### config.mk
export PLATFORM = sky130hd
export DESIGN_NAME = coin_pulse_qualifier_emitter
export DESIGN_NICKNAME = d
export VERILOG_FILES = /design/src/design/cpq_pkg.sv /design/src/design/coin_pulse_qualifier_emitter.sv /design/src/design/cpq_cfg.sv /design/src/design/cpq_core.sv
export SDC_FILE = /design/constraint.sdc
export NUM_CORES = 1
export LEC_CHECK = 0
export ABC_AREA = 1
export BUFFER_PORTS_ARGS = -buffer_cell sky130_fd_sc_hd__buf_2
export CORE_MARGIN = 4
export CORE_UTILIZATION = 39
export CTS_BUF_LIST = sky130_fd_sc_hd__clkbuf_8
export DETAILED_ROUTE_END_ITERATION = 10
export PLACE_DENSITY = 0.54
export SETUP_SLACK_MARGIN = 0.3
export SLEW_MARGIN = 0
export SYNTH_ARGS = -nofsm -noshare
export SYNTH_HDL_FRONTEND = slang
export SYNTH_SLANG_ARGS = --single-unit
### constraint.sdc
create_clock -name i_clk -period 7.1 [get_ports i_clk]
set_input_delay 1.42 -clock i_clk [delete_from_list [all_inputs] [get_ports i_clk]]
set_output_delay 1.42 -clock i_clk [all_outputs]
set_load 0.05 [all_outputs]
### src/design/cpq_pkg.sv
// Shared types, register indexes and widths for the coin pulse qualifier and emitter.
package cpq_pkg;

    localparam int unsigned CFG_ADDR_W = 3;
    localparam int unsigned CFG_DATA_W = 12;
    localparam int unsigned MS_W       = 10;
    localparam int unsigned BLANK_W    = 12;
    localparam int unsigned TIME_W     = 32;
    localparam int unsigned CNT_W      = 32;
    localparam int unsigned PEND_W     = 16;
    localparam int unsigned REQ_W      = 4;
    localparam int unsigned IN_DATA_W  = 8;
    localparam int unsigned OUT_DATA_W = 72;

    // Register indexes on the configuration port
    localparam logic [CFG_ADDR_W-1:0] CFG_WIDTH_MIN   = 3'd0;
    localparam logic [CFG_ADDR_W-1:0] CFG_WIDTH_MAX   = 3'd1;
    localparam logic [CFG_ADDR_W-1:0] CFG_HACK_GAP    = 3'd2;
    localparam logic [CFG_ADDR_W-1:0] CFG_EMIT_PERIOD = 3'd3;
    localparam logic [CFG_ADDR_W-1:0] CFG_START_LEVEL = 3'd4;
    localparam logic [CFG_ADDR_W-1:0] CFG_BLANK       = 3'd5;

    // Reset values of the registers
    localparam logic [MS_W-1:0]    RST_WIDTH_MIN   = 10'd20;
    localparam logic [MS_W-1:0]    RST_WIDTH_MAX   = 10'd120;
    localparam logic [MS_W-1:0]    RST_HACK_GAP    = 10'd60;
    localparam logic [MS_W-1:0]    RST_EMIT_PERIOD = 10'd50;
    localparam logic               RST_START_LEVEL = 1'b0;
    localparam logic [BLANK_W-1:0] RST_BLANK       = 12'd1000;

    // Output line levels after reset: la 0, ha 1, watch 0 (bit 0 is la)
    localparam logic [2:0] RST_LINES = 3'b010;

    localparam logic [PEND_W-1:0] PEND_MAX = '1;

    typedef struct packed {
        logic [MS_W-1:0]    width_min_ms;
        logic [MS_W-1:0]    width_max_ms;
        logic [MS_W-1:0]    hack_gap_min_ms;
        logic [MS_W-1:0]    emit_period_ms;
        logic               start_level;
        logic [BLANK_W-1:0] startup_blank_ms;
    } t_cfg;

    typedef struct packed {
        logic [CNT_W-1:0] hack_total;
        logic [CNT_W-1:0] coin_total;
        logic             hack_seen;
        logic             coin_accepted;
        logic             out_watch;
        logic             out_ha;
        logic             out_la;
    } t_result;

endpackage

### src/design/coin_pulse_qualifier_emitter.sv
// Top level: stream handshake, input and result registers around the tick core.
// Requests pass the input register, then the core, then the result register.
// Throughput: one tick request per clock cycle unless the result stream stalls; the
// core computes each result combinationally between the input and result registers.
// Reset (synchronous, active low) restores register defaults, clears time,
// counters and the toggle queue, and sets lines to la 0, ha 1, watch 0.
module coin_pulse_qualifier_emitter
    import cpq_pkg::*;
(
    input  logic                  i_clk,
    input  logic                  i_rst_n,
    // configuration write port
    input  logic                  i_cfg_we,
    input  logic [CFG_ADDR_W-1:0] i_cfg_addr,
    input  logic [CFG_DATA_W-1:0] i_cfg_wdata,
    // tick request stream
    input  logic                  i_s_tvalid,
    output logic                  o_s_tready,
    input  logic [IN_DATA_W-1:0]  i_s_tdata,   // [0] coin_in, [4:1] coin_request
    // result stream
    output logic                  o_m_tvalid,
    input  logic                  i_m_tready,
    output logic [OUT_DATA_W-1:0] o_m_tdata    // [0] out_la, [1] out_ha, [2] out_watch,
                                               // [3] coin_accepted, [4] hack_seen,
                                               // [36:5] coin_total, [68:37] hack_total
);

    t_cfg             cfg;
    t_result          result;

    logic             r_in_valid;
    logic             r_coin_in;
    logic [REQ_W-1:0] r_coin_request;
    logic             r_out_valid;
    t_result          r_out;
    logic             advance;
    logic             step;

    cpq_cfg u_cfg (
        .i_clk       (i_clk),
        .i_rst_n     (i_rst_n),
        .i_cfg_we    (i_cfg_we),
        .i_cfg_addr  (i_cfg_addr),
        .i_cfg_wdata (i_cfg_wdata),
        .o_cfg       (cfg)
    );

    cpq_core u_core (
        .i_clk          (i_clk),
        .i_rst_n        (i_rst_n),
        .i_step         (step),
        .i_coin_in      (r_coin_in),
        .i_coin_request (r_coin_request),
        .i_cfg          (cfg),
        .o_result       (result)
    );

    // Move the pipe when the result slot is free or being drained
    assign advance    = !r_out_valid || i_m_tready;
    assign step       = r_in_valid && advance;
    assign o_s_tready = !r_in_valid || advance;

    // Input register
    always_ff @(posedge i_clk) begin
        if (!i_rst_n) begin
            r_in_valid <= 1'b0;
        end else if (o_s_tready) begin
            r_in_valid <= i_s_tvalid;
        end
    end

    always_ff @(posedge i_clk) begin
        if (o_s_tready && i_s_tvalid) begin
            r_coin_in      <= i_s_tdata[0];
            r_coin_request <= i_s_tdata[REQ_W:1];
        end
    end

    // Result register
    always_ff @(posedge i_clk) begin
        if (!i_rst_n) begin
            r_out_valid <= 1'b0;
        end else if (advance) begin
            r_out_valid <= r_in_valid;
        end
    end

    always_ff @(posedge i_clk) begin
        if (step) begin
            r_out <= result;
        end
    end

    assign o_m_tvalid = r_out_valid;
    assign o_m_tdata  = {{(OUT_DATA_W-$bits(t_result)){1'b0}}, r_out};

endmodule

### src/design/cpq_cfg.sv
// Configuration register file for the coin pulse qualifier.
module cpq_cfg
    import cpq_pkg::*;
(
    input  logic                  i_clk,
    input  logic                  i_rst_n,
    input  logic                  i_cfg_we,
    input  logic [CFG_ADDR_W-1:0] i_cfg_addr,
    input  logic [CFG_DATA_W-1:0] i_cfg_wdata,
    output t_cfg                  o_cfg
);

    t_cfg r_cfg;

    // Decode the write index; unknown indexes are dropped
    always_ff @(posedge i_clk) begin
        if (!i_rst_n) begin
            r_cfg.width_min_ms     <= RST_WIDTH_MIN;
            r_cfg.width_max_ms     <= RST_WIDTH_MAX;
            r_cfg.hack_gap_min_ms  <= RST_HACK_GAP;
            r_cfg.emit_period_ms   <= RST_EMIT_PERIOD;
            r_cfg.start_level      <= RST_START_LEVEL;
            r_cfg.startup_blank_ms <= RST_BLANK;
        end else if (i_cfg_we) begin
            unique case (i_cfg_addr)
                CFG_WIDTH_MIN:   r_cfg.width_min_ms     <= i_cfg_wdata[MS_W-1:0];
                CFG_WIDTH_MAX:   r_cfg.width_max_ms     <= i_cfg_wdata[MS_W-1:0];
                CFG_HACK_GAP:    r_cfg.hack_gap_min_ms  <= i_cfg_wdata[MS_W-1:0];
                CFG_EMIT_PERIOD: r_cfg.emit_period_ms   <= i_cfg_wdata[MS_W-1:0];
                CFG_START_LEVEL: r_cfg.start_level      <= i_cfg_wdata[0];
                CFG_BLANK:       r_cfg.startup_blank_ms <= i_cfg_wdata[BLANK_W-1:0];
                default: ;
            endcase
        end
    end

    assign o_cfg = r_cfg;

endmodule

### src/design/cpq_core.sv
// Per-tick pulse qualification, hack detection, toggle queue and emit timer.
module cpq_core
    import cpq_pkg::*;
(
    input  logic             i_clk,
    input  logic             i_rst_n,
    input  logic             i_step,
    input  logic             i_coin_in,
    input  logic [REQ_W-1:0] i_coin_request,
    input  t_cfg             i_cfg,
    output t_result          o_result
);

    logic [TIME_W-1:0] r_now;
    logic [TIME_W-1:0] r_stamp;
    logic              r_prev;
    logic [PEND_W-1:0] r_pending;
    logic [MS_W-1:0]   r_period;
    logic [2:0]        r_lines;
    logic [CNT_W-1:0]  r_coins;
    logic [CNT_W-1:0]  r_hacks;

    logic [TIME_W-1:0] n_stamp;
    logic [PEND_W-1:0] n_pending;
    logic [MS_W-1:0]   n_period;
    logic [2:0]        n_lines;
    logic [CNT_W-1:0]  n_coins;
    logic [CNT_W-1:0]  n_hacks;

    logic              armed;
    logic              edge_seen;
    logic              start_edge;
    logic [TIME_W-1:0] elapsed;
    logic              hack;
    logic              accept;
    logic [PEND_W+1:0] pend_sum;
    logic [PEND_W-1:0] pend_sat;
    logic [MS_W:0]     period_inc;
    logic              fire;

    // Qualify edges against the blank, gap and width window
    always_comb begin
        armed      = r_now >= {{(TIME_W-BLANK_W){1'b0}}, i_cfg.startup_blank_ms};
        edge_seen  = armed && (i_coin_in != r_prev);
        start_edge = i_coin_in == i_cfg.start_level;
        elapsed    = r_now - r_stamp;
        hack       = edge_seen && start_edge &&
                     (elapsed < {{(TIME_W-MS_W){1'b0}}, i_cfg.hack_gap_min_ms});
        accept     = edge_seen && !start_edge &&
                     (elapsed > {{(TIME_W-MS_W){1'b0}}, i_cfg.width_min_ms}) &&
                     (elapsed < {{(TIME_W-MS_W){1'b0}}, i_cfg.width_max_ms});
        n_stamp    = (edge_seen && start_edge) ? r_now : r_stamp;
        n_coins    = r_coins + {{(CNT_W-1){1'b0}}, accept};
        n_hacks    = r_hacks + {{(CNT_W-1){1'b0}}, hack};
    end

    // Add queued toggles with saturation, then run the emit timer
    always_comb begin
        pend_sum   = {2'b00, r_pending}
                   + {{(PEND_W-REQ_W+1){1'b0}}, i_coin_request, 1'b0}
                   + {{PEND_W{1'b0}}, accept, 1'b0};
        pend_sat   = (pend_sum > {2'b00, PEND_MAX}) ? PEND_MAX : pend_sum[PEND_W-1:0];
        period_inc = {1'b0, r_period} + {{MS_W{1'b0}}, 1'b1};
        fire       = period_inc >= {1'b0, i_cfg.emit_period_ms};
        n_period   = fire ? '0 : period_inc[MS_W-1:0];
        n_pending  = pend_sat;
        n_lines    = r_lines;
        if (fire && (pend_sat != '0)) begin
            n_pending = pend_sat - {{(PEND_W-1){1'b0}}, 1'b1};
            n_lines   = ~r_lines;
        end
    end

    // Hold state; advance once per tick
    always_ff @(posedge i_clk) begin
        if (!i_rst_n) begin
            r_now     <= '0;
            r_stamp   <= '0;
            r_prev    <= ~RST_START_LEVEL;
            r_pending <= '0;
            r_period  <= '0;
            r_lines   <= RST_LINES;
            r_coins   <= '0;
            r_hacks   <= '0;
        end else if (i_step) begin
            r_now     <= r_now + {{(TIME_W-1){1'b0}}, 1'b1};
            r_stamp   <= n_stamp;
            r_prev    <= i_coin_in;
            r_pending <= n_pending;
            r_period  <= n_period;
            r_lines   <= n_lines;
            r_coins   <= n_coins;
            r_hacks   <= n_hacks;
        end
    end

    assign o_result.hack_total    = n_hacks;
    assign o_result.coin_total    = n_coins;
    assign o_result.hack_seen     = hack;
    assign o_result.coin_accepted = accept;
    assign o_result.out_watch     = n_lines[2];
    assign o_result.out_ha        = n_lines[1];
    assign o_result.out_la        = n_lines[0];

    // A tick never both starts and ends a pulse
    a_no_hack_and_coin: assert property (@(posedge i_clk) disable iff (!i_rst_n)
        !(hack && accept)) else $error("hack and coin on the same tick");

    // An accepted coin leaves at least one toggle queued
    a_coin_queues: assert property (@(posedge i_clk) disable iff (!i_rst_n)
        i_step && accept |=> r_pending != '0) else $error("coin did not queue toggles");

    // The three lines always move together
    a_lines_locked: assert property (@(posedge i_clk) disable iff (!i_rst_n)
        (r_lines[0] == r_lines[2]) && (r_lines[1] != r_lines[0]))
        else $error("output lines out of step");

    // Time advances by one on every tick
    a_time_step: assert property (@(posedge i_clk) disable iff (!i_rst_n)
        i_step |=> r_now == $past(r_now) + 32'd1) else $error("tick time did not advance");

endmodule

# ---- Yosys cells after proc, flatten, opt, wreduce, memory -nomap -nowiden
# Index checks and enable logic that the tools add are counted.
dict set report op_classes {
  n_addsub 8
  n_mul 0
  div 0
  magnitude_cmp 6
  eq_ne 7
  shifts 0
  mux 4
  n_bitwise 1
  n_reduce_logical 23
}
# op count
set ops {}
lappend ops {{32-bit by 1-bit adder with 32-bit output} 2}
lappend ops {{32-bit by 10-bit less-than comparator with 1-bit output} 2}
lappend ops {{32-bit by 1-bit adder with 32-bit output (second input constant)} 1}
lappend ops {{32-bit by 12-bit >= comparator with 1-bit output} 1}
lappend ops {{32-bit by 10-bit > comparator with 1-bit output} 1}
lappend ops {{16-bit two-way mux} 2}
lappend ops {{32-bit subtractor} 1}
lappend ops {{18-bit by 2-bit adder with 18-bit output} 1}
lappend ops {{18-bit by 16-bit > comparator with 1-bit output (second input constant)} 1}
lappend ops {{16-bit by 5-bit adder with 17-bit output} 1}
lappend ops {{16-bit nonzero test} 1}
lappend ops {{16-bit by 1-bit subtractor with 16-bit output (second input constant)} 1}
lappend ops {{2-bit AND reduction} 7}
lappend ops {{10-bit by 1-bit adder with 11-bit output (second input constant)} 1}
lappend ops {{11-bit by 10-bit >= comparator with 1-bit output} 1}
lappend ops {{10-bit two-way mux} 1}
lappend ops {{1-bit logical AND} 9}
lappend ops {{3-bit by 2-bit == test with 1-bit output (second input constant)} 2}
lappend ops {{3-bit == test (second input constant)} 2}
lappend ops {{3-bit by 1-bit == test with 1-bit output (second input constant)} 1}
lappend ops {{1-bit zero test} 3}
lappend ops {{3-bit zero test} 1}
lappend ops {{3-bit two-way mux} 1}
lappend ops {{3-bit inverter} 1}
lappend ops {{3 further kinds} 4}
dict set report word_totals {
  ff_bits 287
  latchBits 0
  ramBits 0
  rom_bits 0
  input_bits 28
  out_inout_bits 74
  n_memories 0
}

# ---- Longest topological paths before layout
# Gate-level depths: netlist of run 1.
dict set report depth {
  word_depth 11
  depth_mapped 42
  ltp_nobuf 40
}

# ---- Hierarchy
# From an unflattened synthesis of run 1, not the netlist that was laid out.
dict set report unflattened {
  hier_cells 2429
  area_unflattened_um2 17095.1
}
# mod n_inst cells_each area_per_inst_um2
set by_module_without_submodules {}
lappend by_module_without_submodules {cpq_core 1 2042 12677.2}
lappend by_module_without_submodules {coin_pulse_qualifier_emitter 1 91 2343.5}
lappend by_module_without_submodules {cpq_cfg 1 296 2074.5}

# ---- Worst setup path after synthesis of run 1
# OpenSTA, ideal clock, no wires.
dict set report synth_path {
  path_kind {reg-to-reg}
  start {register u_core.r_now[2]}
  end {register r_out, in the netlist o_m_tdata[1], data pin}
  setup_time_ps 258
  arrival_time_ps 5279
  slack_ps 1563
  path_stages_with_launch 37
  n_path_buf 2
  path_cell_list {dfxtp_1 > ha_1 > nand2_1 > o21ai_0 > a21boi_0 > o21ai_0 > nand2_1 > nand2_1 > xor2_1 > ha_1 > nand2_1 > inv_1 > nand3_1 > o311ai_0 > nor4_1 > nand3_1 > nor2_1 > ha_1 > nand2_1 > nor2_2 > nand3_2 > nor2_2 > nand3_2 > nor2_4 > nand3_4 > nand2_4 > buf_2 > nor2_1 > ha_1 > inv_1 > nor2_1 > nand4_2 > nor2_4 > nand3_4 > nand2_4 > buf_6 > xor2_1}
}
# item line
set synth_lines {}
lappend synth_lines {{start: declaration} cpq_core.sv:14} ;# logic [TIME_W-1:0] r_now;
lappend synth_lines {{start signal: assignment} cpq_core.sv:86} ;# r_now <= r_now + {{(TIME_W-1){1'b0}}, 1'b1};
lappend synth_lines {{end signal: assignment} coin_pulse_qualifier_emitter.sv:90} ;# r_out <= result;
lappend synth_lines {{end: declaration} coin_pulse_qualifier_emitter.sv:35} ;# t_result r_out;

==> impl_metrics.env, run 1 <==
export IMPL_outcome="finished clean"
export IMPL_gp_congestion=0.904
export IMPL_tightest_slew_ps=1090
export IMPL_drt_pass1_iter_count=5
export IMPL_hold_class="register to register"
export IMPL_drive_gt1_frac=0.105
export IMPL_synth_edf_count=74
export IMPL_rows=75
export IMPL_min_from="u_core.r_stamp[23]"
export IMPL_track_usage=0.180
export IMPL_insertion_delay_ps=640
export IMPL_relSlewSlack=0.271
export IMPL_grt_overflow_total=0
export IMPL_worstReg2RegEnd="u_core.r_pending[11]"
export IMPL_max_stage_delay_ps=440
export IMPL_ir_drop_mv=0.125
export IMPL_p_leak_nw=8.70
export IMPL_drc=0
export IMPL_cts_hold_buf=0
export IMPL_crit_path_frequent_cell="ha_1"
export IMPL_avgRoutedWirePerCell_um=14.2
export IMPL_drt_iter0_markers=800
export IMPL_yosys_warnings=0
export IMPL_endpoint="u_core.r_pending[11]"
export IMPL_cts_sinks=287
export IMPL_synthCells=2218
export IMPL_crit_fanout=18
export IMPL_viasPerCell=4.96
export IMPL_clock_fmax_ghz=0.160
export IMPL_final_cell_mix="384 x inv_1, 376 x nand2_1, 213 x dfxtp_1, 204 x a21oi_1, 199 x nor2_1"
export IMPL_drv_cap=0
export IMPL_maxSlewViolCount=0
export IMPL_powerDensity_nw_per_um2=206
export IMPL_initial_utilization=0.394
export IMPL_cts_buffer_depth=3
export IMPL_worst_path_dominant_cell_family="simple AND/OR/NAND/NOR gates"
export IMPL_die_w_um=214
export IMPL_grt_pass1_wl_um=67300
export IMPL_die_area_um2=45700
export IMPL_synthArstFlopShare=0
export IMPL_top_level_ports=102
export IMPL_cp_end_kind="register"
export IMPL_crit_type="register to register"
export IMPL_synth_cell_types=54
export IMPL_skew_ps=47.8
export IMPL_syn_area_um2=16500
export IMPL_die_h_um=214
export IMPL_period_share=0.882
export IMPL_io_buffer_count=95
export IMPL_start_kind="register"
export IMPL_finalHoldWorstSlack_ps=458
export IMPL_fin_nets=2443
export IMPL_startpoint="u_core.r_now[2]"
export IMPL_tritoncts="yes"
export IMPL_dp_cells=2803
export IMPL_final_common_cell="inv_1"
export IMPL_synthFlopType="dfxtp_1"
export IMPL_diodes=0
export IMPL_grt_pass1_vias=13400
export IMPL_grt_antenna_before_repair=0
export IMPL_h_tree_depth=2
export IMPL_avgSynthCellArea_um2=7.45
export IMPL_cp_slowest_cell="dfxtp_1"
export IMPL_worstRegToRegCells=35
export IMPL_cts_buffers=52
export IMPL_hold_depth=2
export IMPL_final_antenna_net_count=0
export IMPL_fin_tns_setup_ps=0
export IMPL_ys_seq_area_frac=0.393
export IMPL_reg2reg_slack_ps=840
export IMPL_reg2reg_from="u_core.r_now[2]"
export IMPL_cp_arrival_ps=6840
export IMPL_synthToLayoutAreaGrowth_pct=12.7
export IMPL_worst_path_buf_inv=3
export IMPL_crit_cells=35
export IMPL_totalWireLength_um=41300
export IMPL_dp_hpwl_um=30300
export IMPL_fin_crit_ps=6260
export IMPL_clkTransAtPathRegs_ps=60
export IMPL_grt_setup_unrepaired="false"
export IMPL_setup_violations_final=0
export IMPL_post_route_util=0.444
export IMPL_grt_max_degree=85
export IMPL_crit_required_ps=7680
export IMPL_ys_seq_elements=287
export IMPL_num_vias=14400
export IMPL_finalNonFillerCells=2899
export IMPL_final_hold_viol_count=0
export IMPL_core_um2=41900
export IMPL_clock_root_buffer="clkbuf_8"
power by group:
group / switching [mW] / total (mW) / leakage [nW] / internal, mW
Clock: 0.703 / 1.57 / 0.617 / 0.866
Combinational: 0.338 / 0.474 / 5.63 / 0.136
Sequential: 0.0428 / 1.79 / 2.45 / 1.75
Total: 1.08 / 3.84 / 8.70 / 2.75
synthesized netlist by cell type, types with 4 or more instances:
master,instances,area share
o21a_1,5,0.0023
nor2_4,4,0.0027
a31oi_1,4,0.0015
xor2_1,90,0.048
o21ai_1,6,0.0018
a221oi_1,4,0.0021
nand2_4,4,0.0027
inv_2,7,0.0016
a21oi_1,204,0.062
nand3_1,110,0.033
nand2_2,7,0.0027
dfxtp_1,213,0.26
o21bai_1,7,0.0032
o211ai_1,21,0.0095
nand3_2,8,0.0048
edfxtp_1,74,0.13
nand2_1,376,0.085
nand3b_1,6,0.0027
nor2_1,200,0.045
xnor2_1,12,0.0064
nor2_2,18,0.0068
inv_1,364,0.083
nor3_1,35,0.011
clkbuf_1,49,0.011
ha_1,94,0.071
nor4_1,17,0.0064
nor3_2,4,0.0024
buf_1,4,0.00091
o21ai_0,180,0.055
a21o_1,7,0.0032
a211oi_1,4,0.0018
nand4_1,45,0.017
area by class of cell:
cell class / count / area, um2
Tap cell: 539 / 674
Timing Repair Buffer: 106 / 561
Clock buffer: 62 / 853
Inverter: 375 / 1420
Clock inverter: 33 / 204
Multi-Input combinational cell: 1497 / 8410
Sequential cell: 287 / 6490
Fill cell: 4252 / 23300
worst min-delay path by stage:
stage	to	slack (ps)
after floorplan	u_core.r_stamp[0]	430
after global placement	u_core.r_stamp[31]	450
after detailed placement	u_cfg.o_cfg[49]	450
after CTS	u_core.r_stamp[16]	460
after global routing	u_core.r_stamp[17]	480
final	u_core.r_stamp[23]	460
worst register-to-register path, delay by kind of cell, from the launching register on:
kind	cells	cell delay [ps]
compound gates	6	1150
xor+xnor	1	270
fa+ha+maj	4	1040
buf+inv	3	320
flops	1	440
simple gates	21	2960
flip-flops by register name, indices dropped and copies added, names as in the netlist, 4 cells and up:
signal            cells
o_m_tdata            69
r_coin_request        4
u_cfg.o_cfg          53
u_core.r_coins       32
u_core.r_hacks       32
u_core.r_now         32
u_core.r_pending     16
u_core.r_period      10
u_core.r_stamp       32
per-stage QoR:
step | cell area, um2 | power [mW] | setup WS (ps)
floorplan | 16500 | 2.18 | 1560
global placement | 17500 | 2.29 | 349
detailed placement | 17500 | 2.30 | 260
CTS | 18600 | 3.91 | 328
global route | 18600 | 4.05 | 305
finish | 18600 | 3.84 | 839
cell families (layout without fill, tap and decap cells):
family | after synthesis | count (layout) | synth area share
adders and majority gates | 96 | 96 | 0.0736
and+or+nand+nor | 847 | 847 | 0.233
DFF | 287 | 287 | 0.393
AOI/OAI and AO/OA | 449 | 449 | 0.145
other | 1 | 3 | 0.000227
xor gates and xnor gates | 102 | 102 | 0.0541
buffers and inverters | 436 | 576 | 0.101
per-layer routing:
| layer | share of wire | routed length, um | up-vias | global-route usage |
|---|---|---|---|---|
| li1 | - | - | 7475 | - |
| met1 | 0.49 | 20400 | 6552 | 0.253 |
| met3 | 0.044 | 1830 | 80 | 0.0262 |
| met2 | 0.43 | 17900 | 285 | 0.285 |
| met5 | 0 | 0 | - | 0 |
| met4 | 0.027 | 1120 | 0 | 0.0629 |
repair_timing:
action / 4_1_cts / 5_1_grt
pin swaps: 0 / 2
gates resized for setup: 1 / 10
endpoints found under the setup margin: 16 / 36
buffers inserted: 0 / 1
(Power assumes the default switching activity.)
==> run 2, diff against run 1 <==
Settings changed: CELL_PAD_IN_SITES_DETAIL_PLACEMENT set to 1, CELL_PAD_IN_SITES_GLOBAL_PLACEMENT set to 1, PLACE_DENSITY 0.54 to 0.7.
==> run 2 against run 1 <==
Net effect:
- sequential share of layout area is 0.10 points lower
- first-iteration DRC count fell by 19%
- worst hold slack worse by 1.1 ps
- cell count is 0.34% higher
- power decreased by 0.34%
- flip-flop and latch count is the same
- largest power group unchanged
==> impl_metrics.env, run 2 (synthesis gave the netlist of run 1 again) <==
export IMPL_cp_slowest_cell="dfxtp_1"
export IMPL_final_hold_viol_count=0
export IMPL_num_vias=14800
export IMPL_ir_drop_mv=0.101
export IMPL_viasPerCell=5.10
export IMPL_grt_overflow_total=0
export IMPL_die_area_um2=45700
export IMPL_multi_input_area_um2=8440
export IMPL_hold_class="register to register"
export IMPL_rows=75
export IMPL_worst_slack_ps=857
export IMPL_drv_cap=0
export IMPL_routed_top_layer="met4"
export IMPL_wl_met2_um=21100
export IMPL_wl_met1_um=21900
export IMPL_gp_congestion=0.865
export IMPL_period_share=0.879
export IMPL_h_tree_depth=2
export IMPL_totalWireLength_um=45800
export IMPL_diodes=0
export IMPL_grt_pass1_vias=15100
export IMPL_crit_fanout=18
export IMPL_tightest_slew_ps=1120
export IMPL_p_leak_nw=8.76
export IMPL_die_h_um=214
export IMPL_cts_buffer_depth=3
export IMPL_cp_end_kind="register"
export IMPL_cts_sinks=287
export IMPL_track_usage=0.201
export IMPL_maxSlewViolCount=0
export IMPL_grt_antenna_before_repair=0
export IMPL_synthToLayoutAreaGrowth_pct=13.0
export IMPL_final_common_cell="inv_1"
export IMPL_fin_tns_setup_ps=0
export IMPL_final_cell_mix="391 x inv_1, 376 x nand2_1, 213 x dfxtp_1, 203 x a21oi_1, 198 x nor2_1"
export IMPL_io_buffer_count=95
export IMPL_clkTransAtPathRegs_ps=60
export IMPL_seq_area_um2=6490
export IMPL_fin_crit_ps=6240
export IMPL_cts_buffers=53
export IMPL_drive_gt1_frac=0.109
export IMPL_top_level_ports=102
export IMPL_largest_reg_flops=69
export IMPL_clock_fmax_ghz=0.160
export IMPL_crit_path_frequent_cell="ha_1"
export IMPL_fin_nets=2451
export IMPL_insertion_delay_ps=650
export IMPL_grt_pass1_wl_um=75900
export IMPL_cts_hold_buf=0
export IMPL_cp_arrival_ps=6810
export IMPL_drc=0
export IMPL_grt_setup_unrepaired="false"
export IMPL_drt_iter0_markers=647
export IMPL_crit_required_ps=7670
export IMPL_wl_met3_um=1760
export IMPL_die_w_um=214
export IMPL_final_antenna_net_count=0
export IMPL_tritoncts="yes"
export IMPL_outcome="finished clean"
export IMPL_core_um2=41900
export IMPL_dp_slack_ps=236
export IMPL_initial_utilization=0.394
export IMPL_clock_root_buffer="clkbuf_8"
export IMPL_max_stage_delay_ps=470
export IMPL_drt_pass1_iter_count=5
export IMPL_dp_hpwl_um=34000
export IMPL_avgRoutedWirePerCell_um=15.7
export IMPL_fillers=5274
export IMPL_crit_type="register to register"
export IMPL_reg2reg_slack_ps=860
export IMPL_setup_violations_final=0
export IMPL_grt_max_degree=113
export IMPL_start_kind="register"
export IMPL_relSlewSlack=0.255
export IMPL_skew_ps=33.9
export IMPL_powerDensity_nw_per_um2=205
run 2: metal layers:
metal,up-vias,GRT usage
met5,-,0
met4,0,0.0587
met3,69,0.0322
met2,242,0.333
met1,7034,0.271
li1,7479,-
run 2: repair_timing:
item                       CTS  global route
pin swaps                    1             5
gates resized for setup      1            16
setup endpoints to repair   17            48
setup buffers                1             4
run 2: cell type report:
type	count	share of cell area
clock inverters	35	0.00865
flip-flops and latches	287	0.348
multi-input cells	1497	0.452
clock buffers	63	0.0465
well taps	539	0.0361
inverters	375	0.0759
repair buffers	113	0.0329
run 2: path summary, 6_finish.rpt:
check,start,to,cells past startpoint
worst max-delay path,u_core.r_now[2],u_core.r_pending[11],36
worst min-delay path,u_core.r_stamp[31],u_core.r_stamp[31],2
worst max register to register,u_core.r_now[2],u_core.r_pending[11],36
worst min register to register,u_core.r_stamp[31],u_core.r_stamp[31],2
run 2: report_power, final:
part,internal (mW),switching (mW)
sequential,1.75,0.0439
clock,0.808,0.730
combinational,0.140,0.351
run 2: metrics by stage:
stage               power (mW)  std cells   util  cell area, um2  hold WS, ps
floorplan                 2.18       2220      -           16500          428
global placement          2.29       2806  0.418           17500          442
detailed placement        2.31       2806  0.418           17500          454
CTS                       3.89       2905  0.443           18600          462
global route              4.03       2909  0.445           18700          482
finish                    3.82       2909  0.445           18700          457
run 2: worst max-delay path, delay by kind of cell (launching register included):
| kind | cells | cell delay, ps |
|---|---|---|
| and+or+nand+nor | 21 | 2950 |
| adders and majority gates | 4 | 1040 |
| AOI/OAI and AO/OA | 6 | 930 |
| xor gates and xnor gates | 1 | 210 |
| DFF | 1 | 470 |
| buffers and inverters | 4 | 530 |
